File: src/rtl/lkt_pkg.sv
package lkt_pkg;

    localparam int DEPTH       = 16;
    localparam int KEY_WIDTH   = 32;
    localparam int VALUE_WIDTH = 32;
    localparam int ADDR_WIDTH  = $clog2(DEPTH);
    localparam int COUNT_WIDTH = $clog2(DEPTH + 1);

    localparam logic [1:0] CMD_ADD    = 2'd0;
    localparam logic [1:0] CMD_DELETE = 2'd1;
    localparam logic [1:0] CMD_FIND   = 2'd2;

    localparam logic [1:0] ST_OK        = 2'd0;
    localparam logic [1:0] ST_DUPLICATE = 2'd1;
    localparam logic [1:0] ST_NOT_FOUND = 2'd2;
    localparam logic [1:0] ST_FULL      = 2'd3;

    typedef enum logic [3:0] {
        S_IDLE   = 4'b0001,
        S_SCAN   = 4'b0010,
        S_DECIDE = 4'b0100,
        S_SHIFT  = 4'b1000
    } state_t;

endpackage

File: src/rtl/lkt_ram.sv
module lkt_ram #(
    parameter int WIDTH = 32,
    parameter int DEPTH = 16
) (
    input  logic                     clk,
    input  logic                     we,
    input  logic [$clog2(DEPTH)-1:0] waddr,
    input  logic [WIDTH-1:0]         wdata,
    input  logic [$clog2(DEPTH)-1:0] raddr,
    output logic [WIDTH-1:0]         rdata
);

    logic [WIDTH-1:0] mem [DEPTH];

    always_ff @(posedge clk)
    begin
        if (we)
        begin
            mem[waddr] <= wdata;
        end
        rdata <= mem[raddr];
    end

endmodule

File: src/rtl/linear_keyed_table.sv
// Keyed table with linear search in insertion order. Assert start with cmd, key and value
// while busy is low; the item is taken at that edge and busy rises. One result comes back
// per item on status, found_value and entries, valid for the single cycle in which done is
// high; it must be captured then. Key and value stores sit in single-port-read RAMs and are
// scanned one entry per cycle. Add and find end once the scan hits the key or passes the last
// entry. A delete that finds its key takes the same time wherever the key sits, since the
// entries behind it are moved down one per cycle. busy drops in the cycle that done is high,
// so a new item may start right then.
module linear_keyed_table (
    input  logic                             clk,
    input  logic                             rst_n,
    input  logic                             start,
    output logic                             busy,
    input  logic [1:0]                       cmd,
    input  logic [lkt_pkg::KEY_WIDTH-1:0]    key,
    input  logic [lkt_pkg::VALUE_WIDTH-1:0]  value,
    output logic                             done,
    output logic [1:0]                       status,
    output logic [lkt_pkg::VALUE_WIDTH-1:0]  found_value,
    output logic [lkt_pkg::COUNT_WIDTH-1:0]  entries
);
    import lkt_pkg::*;

    state_t                 state_reg, state_next;
    logic [COUNT_WIDTH-1:0] count_reg, count_next;
    logic [COUNT_WIDTH-1:0] idx_reg, idx_next;
    logic [ADDR_WIDTH-1:0]  ptr_reg, ptr_next;
    logic                   vld_reg, vld_next;
    logic                   found_reg, found_next;
    logic [VALUE_WIDTH-1:0] fv_reg, fv_next;
    logic [1:0]             cmd_reg, cmd_next;
    logic [KEY_WIDTH-1:0]   key_reg, key_next;
    logic [VALUE_WIDTH-1:0] val_reg, val_next;

    logic                   done_reg, done_next;
    logic [1:0]             status_reg, status_next;
    logic [VALUE_WIDTH-1:0] out_fv_reg, out_fv_next;
    logic [COUNT_WIDTH-1:0] entries_reg, entries_next;

    logic                   we;
    logic [ADDR_WIDTH-1:0]  waddr;
    logic [ADDR_WIDTH-1:0]  raddr;
    logic [KEY_WIDTH-1:0]   key_wdata;
    logic [VALUE_WIDTH-1:0] val_wdata;
    logic [KEY_WIDTH-1:0]   key_rdata;
    logic [VALUE_WIDTH-1:0] val_rdata;

    lkt_ram #(.WIDTH(KEY_WIDTH), .DEPTH(DEPTH)) u_key_ram (
        .clk   (clk),
        .we    (we),
        .waddr (waddr),
        .wdata (key_wdata),
        .raddr (raddr),
        .rdata (key_rdata)
    );

    lkt_ram #(.WIDTH(VALUE_WIDTH), .DEPTH(DEPTH)) u_val_ram (
        .clk   (clk),
        .we    (we),
        .waddr (waddr),
        .wdata (val_wdata),
        .raddr (raddr),
        .rdata (val_rdata)
    );

    assign raddr = idx_reg[ADDR_WIDTH-1:0];

    always_comb
    begin
        state_next   = state_reg;
        count_next   = count_reg;
        idx_next     = idx_reg;
        ptr_next     = ptr_reg;
        vld_next     = vld_reg;
        found_next   = found_reg;
        fv_next      = fv_reg;
        cmd_next     = cmd_reg;
        key_next     = key_reg;
        val_next     = val_reg;
        done_next    = 1'b0;
        status_next  = status_reg;
        out_fv_next  = out_fv_reg;
        entries_next = entries_reg;
        we           = 1'b0;
        waddr        = count_reg[ADDR_WIDTH-1:0];
        key_wdata    = key_reg;
        val_wdata    = val_reg;

        case (state_reg)
            S_IDLE:
            begin
                if (start)
                begin
                    cmd_next   = cmd;
                    key_next   = key;
                    val_next   = value;
                    idx_next   = '0;
                    vld_next   = 1'b0;
                    state_next = S_SCAN;
                end
            end

            S_SCAN:
            begin
                // read at idx, compare the entry read last cycle (at ptr)
                if (vld_reg && key_rdata == key_reg)
                begin
                    found_next = 1'b1;
                    fv_next    = val_rdata;
                    state_next = S_DECIDE;
                end
                else if (idx_reg < count_reg)
                begin
                    ptr_next = idx_reg[ADDR_WIDTH-1:0];
                    vld_next = 1'b1;
                    idx_next = idx_reg + 1'b1;
                end
                else
                begin
                    found_next = 1'b0;
                    state_next = S_DECIDE;
                end
            end

            S_DECIDE:
            begin
                out_fv_next  = '0;
                entries_next = count_reg;
                status_next  = ST_NOT_FOUND;
                done_next    = 1'b1;
                state_next   = S_IDLE;
                case (cmd_reg)
                    CMD_ADD:
                    begin
                        if (found_reg)
                        begin
                            status_next = ST_DUPLICATE;
                        end
                        else if (count_reg == COUNT_WIDTH'(DEPTH))
                        begin
                            status_next = ST_FULL;
                        end
                        else
                        begin
                            we           = 1'b1;
                            count_next   = count_reg + 1'b1;
                            entries_next = count_reg + 1'b1;
                            status_next  = ST_OK;
                        end
                    end
                    CMD_DELETE:
                    begin
                        if (found_reg)
                        begin
                            idx_next   = COUNT_WIDTH'(ptr_reg) + 1'b1;
                            vld_next   = 1'b0;
                            done_next  = 1'b0;
                            state_next = S_SHIFT;
                        end
                    end
                    CMD_FIND:
                    begin
                        if (found_reg)
                        begin
                            status_next = ST_OK;
                            out_fv_next = fv_reg;
                        end
                    end
                    default:
                    begin
                        status_next = ST_NOT_FOUND;
                    end
                endcase
            end

            S_SHIFT:
            begin
                // entry read at ptr moves down to ptr - 1
                if (vld_reg)
                begin
                    we        = 1'b1;
                    waddr     = ptr_reg - 1'b1;
                    key_wdata = key_rdata;
                    val_wdata = val_rdata;
                end
                if (idx_reg < count_reg)
                begin
                    ptr_next = idx_reg[ADDR_WIDTH-1:0];
                    vld_next = 1'b1;
                    idx_next = idx_reg + 1'b1;
                end
                else
                begin
                    vld_next     = 1'b0;
                    count_next   = count_reg - 1'b1;
                    entries_next = count_reg - 1'b1;
                    status_next  = ST_OK;
                    out_fv_next  = '0;
                    done_next    = 1'b1;
                    state_next   = S_IDLE;
                end
            end

            default:
            begin
                state_next = S_IDLE;
            end
        endcase
    end

    always_ff @(posedge clk or negedge rst_n)
    begin
        if (!rst_n)
        begin
            state_reg <= S_IDLE;
            count_reg <= '0;
            vld_reg   <= 1'b0;
            done_reg  <= 1'b0;
        end
        else
        begin
            state_reg <= state_next;
            count_reg <= count_next;
            vld_reg   <= vld_next;
            done_reg  <= done_next;
        end
    end

    always_ff @(posedge clk)
    begin
        idx_reg     <= idx_next;
        ptr_reg     <= ptr_next;
        found_reg   <= found_next;
        fv_reg      <= fv_next;
        cmd_reg     <= cmd_next;
        key_reg     <= key_next;
        val_reg     <= val_next;
        status_reg  <= status_next;
        out_fv_reg  <= out_fv_next;
        entries_reg <= entries_next;
    end

    assign busy        = (state_reg != S_IDLE);
    assign done        = done_reg;
    assign status      = status_reg;
    assign found_value = out_fv_reg;
    assign entries     = entries_reg;

endmodule
File: config.mk
export PLATFORM = sky130hd
export DESIGN_NAME = linear_keyed_table
export DESIGN_NICKNAME = d
export VERILOG_FILES = /design/src/rtl/lkt_pkg.sv /design/src/rtl/lkt_ram.sv /design/src/rtl/linear_keyed_table.sv
export SDC_FILE = /design/constraint.sdc
export NUM_CORES = 1
export LEC_CHECK = 0
export BUFFER_PORTS_ARGS = -buffer_cell sky130_fd_sc_hd__buf_4
export CORE_MARGIN = 5
export CORE_UTILIZATION = 60
export DETAILED_ROUTE_END_ITERATION = 6
export PLACE_DENSITY_LB_ADDON = 0.25
export RECOVER_POWER = 100
export SYNTH_ARGS = -nofsm -noshare
export SYNTH_HDL_FRONTEND = slang
export SYNTH_SLANG_ARGS = --single-unit
File: constraint.sdc
create_clock -name clk -period 19.2 [get_ports clk]
set_input_delay 2.88 -clock clk [delete_from_list [all_inputs] [get_ports clk]]
set_output_delay 2.88 -clock clk [all_outputs]
set_load 0.02 [all_outputs]
# Yosys cells after proc, flatten, opt, wreduce, memory -nomap -nowiden
# Memory sizes are Yosys's and may differ from the RTL's. A register that Yosys moved wholly into a read port is not among the register bits.
# Index checks and enable logic that the tools add are counted.
# Widths: inputs -> output; s select.
[word_totals]
in_bits = 69
output_inout_bits = 41
regBits = 158
elab_cells = 108
latchBits = 0
mem_bits_ro = 0
memories = 2
ram_bits = 1024
[op_classes]
n_mux = 56
n_reduce_logical = 13
div_mod_pow = 0
shifts = 0
bitwise = 0
n_mul = 0
eq_ne = 17
order_cmp = 1
add_sub_neg = 5
[mem_list]
columns = ["name", "depth", "width", "read_ports", "rd_ports_with_merged_regs", "write_ports", "line", "source"]
rows = [
  ["u_key_ram.mem", 16, 32, 1, 1, 1, "lkt_ram.sv:13", "logic [WIDTH-1:0] mem [DEPTH];"],
  ["u_val_ram.mem", 16, 32, 1, 1, 1, "lkt_ram.sv:13", ""],
]
[ops]
columns = ["op", "n"]
rows = [
  ["$mux 32", 7],
  ["$pmux 32 s2", 1],
  ["$mux 5", 9],
  ["$mux 4", 10],
  ["$eq 32x32->1", 1],
  ["$pmux 5 s4", 1],
  ["$mux 1", 16],
  ["$pmux 4 s4", 1],
  ["$ne 2x2->1 const B", 6],
  ["$add 5x1->5 const B", 2],
  ["$pmux 5 s2", 1],
  ["$reduce_and 2->1", 5],
  ["$mux 2", 4],
  ["$pmux 2 s2", 2],
  ["$pmux 4 s2", 1],
  ["$reduce_and 6->1", 1],
  ["$add 4x1->5 const B", 1],
  ["$eq 5x5->1 const B", 1],
  ["$lt 5x5->1", 1],
  ["$reduce_and 5->1", 1],
  ["$sub 5x1->5 const B", 1],
  ["$eq 4x1->1 const B", 1],
  ["$eq 4x2->1 const B", 1],
  ["$eq 4x3->1 const B", 1],
  ["other kinds (14)", 16],
]

# Logic depth before layout (Yosys ltp)
[depth]
ltp_word = 7
ltp_mapped = 9
depth_no_buf = 7

# Modules after synthesis
# From an unflattened synthesis, not the netlist that was laid out.
[hier_totals]
cells_unflattened = 2124
hier_area_um2 = 46614.7
[by_module_without_submodules]
columns = ["module", "cells_per_inst", "n_inst", "area_per_inst_um2", "seq_area_each_um2"]
rows = [
  ["lkt_ram", 838, 2, 19835.3, 16015.4],
  ["linear_keyed_table", 448, 1, 6944.2, 4690.7],
]

# Worst setup path before layout
# OpenSTA, ideal clock, no wires.
[synth_path]
path_type = "register -> register"
from = "register state_reg[1]"
to = "memory u_key_ram.mem[13][0] (enable)"
path_stages_with_launch = 8
setup_ns = 0.565
arrival_ns = 6.050
required_ns = 18.635
slack_ns = 12.586
path_buffers = 2
synth_period_minus_slack_ns = 6.614
cell_sequence = "dfrtp_1 buf_4 or4b_4 buf_6 nor4_4 o21a_1 a22oi_1 nor3_1"
[synth_between]
elab_chain_cells = 4
elab_cells_between_ends = 6
cone_classes = "eq/ne (2); mux (4)"
[synth_rtl]
columns = ["element", "line", "source"]
rows = [
  ["start: declaration", "linear_keyed_table.sv:24", "state_t state_reg, state_next;"],
  ["start signal: assignment", "linear_keyed_table.sv:222", "state_reg <= state_next;"],
  ["$eq 4x4->1 / $eq 4x3->1 (equally long branches)", "linear_keyed_table.sv:89", "case (state_reg)"],
  ["$pmux 1 s2", "linear_keyed_table.sv:89", ""],
  ["$mux 1", "lkt_ram.sv:17", "if (we)"],
  ["$mux 1 (implied by the code)", "lkt_ram.sv:19", "mem[waddr] <= wdata;"],
  ["end: declaration", "lkt_ram.sv:13", ""],
]
# Parallel ways exist; a longest one is shown, timed or not.

# Final worst setup path
[layout_path]
from = "register state_reg[1]"
to = "memory u_val_ram.mem[4][5] (enable)"
[layout_between]
elab_chain_cells = 4
elab_cells_between_ends = 6
cone_classes = "eq/ne (2); mux (4)"
[layout_rtl]
columns = ["element", "line"]
rows = [
  ["$eq 4x4->1 / $eq 4x3->1 (equally long branches)", "linear_keyed_table.sv:89"],
  ["$pmux 1 s2", "linear_keyed_table.sv:89"],
  ["$mux 1", "lkt_ram.sv:17"],
  ["$mux 1 (implied by the code)", "lkt_ram.sv:19"],
  ["end: declaration", "lkt_ram.sv:13"],
]
# Parallel ways exist; a longest one is shown, timed or not.

==> results.rst <==
.. list-table::
   :header-rows: 1

   * - Metric
     - Value
   * - Final Non-Filler Cells
     - 3346
   * - Count of buffers from port buffering
     - 109
   * - Max-slew violations
     - 1221
   * - Area grow syn2layout
     - 12.4%
   * - Count of antenna-violating nets left after detailed routing
     - 0
   * - Total CTS buffers
     - 115
   * - Fin crit share
     - 0.605
   * - Met2 Use GR
     - 0.391
   * - Global route overflow
     - 0
   * - Initial antenna violation count
     - 1
   * - Overall Global Routing Usage
     - 0.235
   * - Violations in the final reports
     - max-capacitance violations, max-slew violations
   * - I/O pins
     - 110
   * - TritonCTS clock tree
     - done
   * - Final-layout worst hold slack
     - 428 ps
   * - Cell at the root of the clock tree
     - sky130_fd_sc_hd__clkbuf_16
   * - Maximum capacitance violations
     - 33
   * - Fraction of layout instances using a drive strength above 1
     - 0.257
   * - Tightest slew margin relative to the limit
     - -2.11
   * - Yosys top cell area share
     - 0.753
   * - Half-perimeter wire length after detailed placement
     - 50700 um
   * - Synthesis warning total
     - 0
   * - Setup repair after global routing missed its margin
     - false
   * - Most frequent cells after synthesis
     - sky130_fd_sc_hd__edfxtp_1 (1171), sky130_fd_sc_hd__mux4_2 (320), sky130_fd_sc_hd__nand2_1 (107)
   * - Worst Setup Path Type
     - reg -> reg
   * - Chip Height
     - 289 um
   * - Number of setup violations in the final report
     - 0
   * - Detailed-route DRC error count
     - 0
   * - Global Route met1 Usage
     - 0.333
   * - Final Skew
     - 19.2 ps
   * - Global-route track usage on met3
     - 0.0424
   * - Wire per inst
     - 28.8 um
   * - Sequential cell area fraction in the yosys report
     - 0.786
   * - Mean area per synthesized cell
     - 23.0 sq um
   * - CTS Sinks
     - 1246
   * - Count of final hold-check violations
     - 0
   * - Number of enable flip-flop cells after synthesis
     - 1171
   * - Via density per instance
     - 6.32
   * - Arr. time, crit path
     - 11450 ps
   * - Area of the core
     - 77300 sq um
   * - Total via count in the routed design
     - 21.2k
   * - Total wire length
     - 96300 um
   * - Std-Cell Rows
     - 102
   * - Top area cells in the synthesized netlist
     - sky130_fd_sc_hd__edfxtp_1 (75%), sky130_fd_sc_hd__mux4_2 (15%), sky130_fd_sc_hd__dfxtp_1 (2.7%)
   * - Wire length of the first global-routing pass
     - 144000 um
   * - Vias in the first global route
     - 22.3k
   * - Pin count of the biggest net entering global routing
     - 70
   * - Sum of negative setup slack
     - 0 ps
   * - Buffer depth of the longest clock path
     - 3
   * - Synth Instances
     - 2031
   * - Most used standard cell by instance count after synthesis
     - sky130_fd_sc_hd__edfxtp_1
   * - Kind of end point of the critical path
     - flop
   * - Launching element type of the critical path
     - flop
   * - Power Density
     - 131 nW/um^2
   * - Hold crit path type
     - reg -> reg
   * - CTS H-tree depth
     - 3
   * - Outcome
     - finished, violations left
   * - Clock latency on the worst-skew pair
     - 680 ps
   * - Min cycle time layout
     - 11610 ps
   * - Fillers
     - 4718
   * - Grt peak-use layer
     - met2
   * - Hold_buf cts
     - 0
   * - Clock slew at reported path FFs
     - 60 ps
   * - Die Area
     - 83500 sq um
   * - Post-Syn Area
     - 46700 sq um
   * - Die Width
     - 289 um
   * - Async S/R FF share, synth
     - 0.00883
   * - Initial cell density of the core
     - 0.604
   * - Main flop type after synthesis
     - sky130_fd_sc_hd__edfxtp_1
   * - Final Net Count
     - 2281
   * - Cell area reported after detailed placement
     - 48800 sq um
   * - Routability congestion estimate from global placement
     - 0.801
   * - Largest driver fanout on the critical path
     - 46
   * - Post-cts resize count
     - 0
   * - Number of DRC markers in iteration 0
     - 2211
   * - Required @ worst endpoint
     - 19030 ps
   * - Setup Buffers After CTS
     - 0
   * - TritonRoute pass-1 iters
     - 5
   * - Maximum VDD drop
     - 0.0000785 V
   * - Post-synthesis net count
     - 2109
   * - Non-Filler Cell Area, Final
     - 52500 sq um
   * - Yosys top cell by area
     - sky130_fd_sc_hd__edfxtp_1
   * - Largest registers
     - u_key_ram.mem: 512 flops, u_val_ram.mem: 512 flops
   * - Total placed cells including tap cells
     - 3126
   * - Yosys reg bits
     - 1246
   * - Achievable frequency
     - 86.1 MHz
   * - Leak pwr
     - 16.6 nW
   * - Post-synthesis cell type count
     - 55
   * - Number of diodes added for antenna fixing
     - 0
   * - Least-Margin Pin Slew
     - 4670 ps
-- final timing paths --
check                                    start                   to  slack, ps  cells after the start
min                        u_val_ram.rdata[18]           fv_reg[18]        430                      0
max                               state_reg[1]  u_val_ram.mem[4][5]       7590                      7
min in group asynchronous                rst_n         count_reg[1]       2230                      1
min reg2reg                u_val_ram.rdata[18]           fv_reg[18]        430                      0
max reg2reg                       state_reg[1]  u_val_ram.mem[4][5]       7590                      7
max in group asynchronous                rst_n                 done      16500                      1
-- through the flow --
stage,total power [mW],worst slack (ps),util
after floorplan,4.17,12590,-
after global placement,4.44,14430,0.632
after detailed placement,4.48,14290,0.632
after CTS,6.86,14260,0.684
after global routing,7.14,6980,0.679
final,6.87,7590,0.679
-- layout by cell type (no fill, tap or decap), types with 14 or more instances in the layout --
master                         n
sky130_fd_sc_hd__edfxtp_1   1171
sky130_fd_sc_hd__mux4_2      320
sky130_fd_sc_hd__clkbuf_16   115
sky130_fd_sc_hd__nand2_1     107
sky130_fd_sc_hd__clkbuf_1    103
sky130_fd_sc_hd__dfxtp_1      64
sky130_fd_sc_hd__clkbuf_4     56
sky130_fd_sc_hd__xor2_1       35
sky130_fd_sc_hd__mux2_1       32
sky130_fd_sc_hd__nor2_1       26
sky130_fd_sc_hd__and2_0       21
sky130_fd_sc_hd__clkinv_2     21
sky130_fd_sc_hd__bufinv_16    20
sky130_fd_sc_hd__buf_4        17
sky130_fd_sc_hd__and2_1       14
sky130_fd_sc_hd__clkinv_1     14
-- power by group --
part	switching [mW]	internal (mW)	total [mW]
clock network	0.969	1.42	2.39
logic	0.579	0.589	1.17
registers	0.0953	3.22	3.31
total	1.64	5.23	6.87
-- layout make-up --
type                            count  area, sq um  share of cell area
Clock buffer                      151         3130              0.0597
Clock inverter                     69          928              0.0177
Inverter                           10         38.8            0.000739
Multi-Input combinational cell    678         9530               0.182
Sequential cell                  1246        36700               0.699
Tap cell                         1040         1300              0.0248
Timing Repair Buffer              152          845              0.0161
-- layer usage --
metal	vias up	share of wire
met5	-	0
met3	133	0.078
met1	11300	0.39
met2	869	0.51
li1	8828	-
met4	0	0.020
-- critical path, cell delays in order (launching register included) --
cell	delay (ps)
sky130_fd_sc_hd__dfrtp_1	460
sky130_fd_sc_hd__nor4b_1	2150
sky130_fd_sc_hd__and2_0	2060
sky130_fd_sc_hd__clkbuf_1	2520
sky130_fd_sc_hd__a21oi_1	980
sky130_fd_sc_hd__nand2_1	410
sky130_fd_sc_hd__nor2_1	500
sky130_fd_sc_hd__clkbuf_1	1610
-- logic make-up after synthesis --
| group | count (synthesis) | share of synthesized area |
|---|---|---|
| flops | 1246 | 0.786 |
| mux | 357 | 0.163 |
| simple gates | 229 | 0.0245 |
| xor+xnor | 41 | 0.00769 |
| compound gates | 42 | 0.00611 |
| buf+inv | 107 | 0.0101 |
| fa+ha+maj | 9 | 0.00241 |
(Power assumes the default switching activity.)
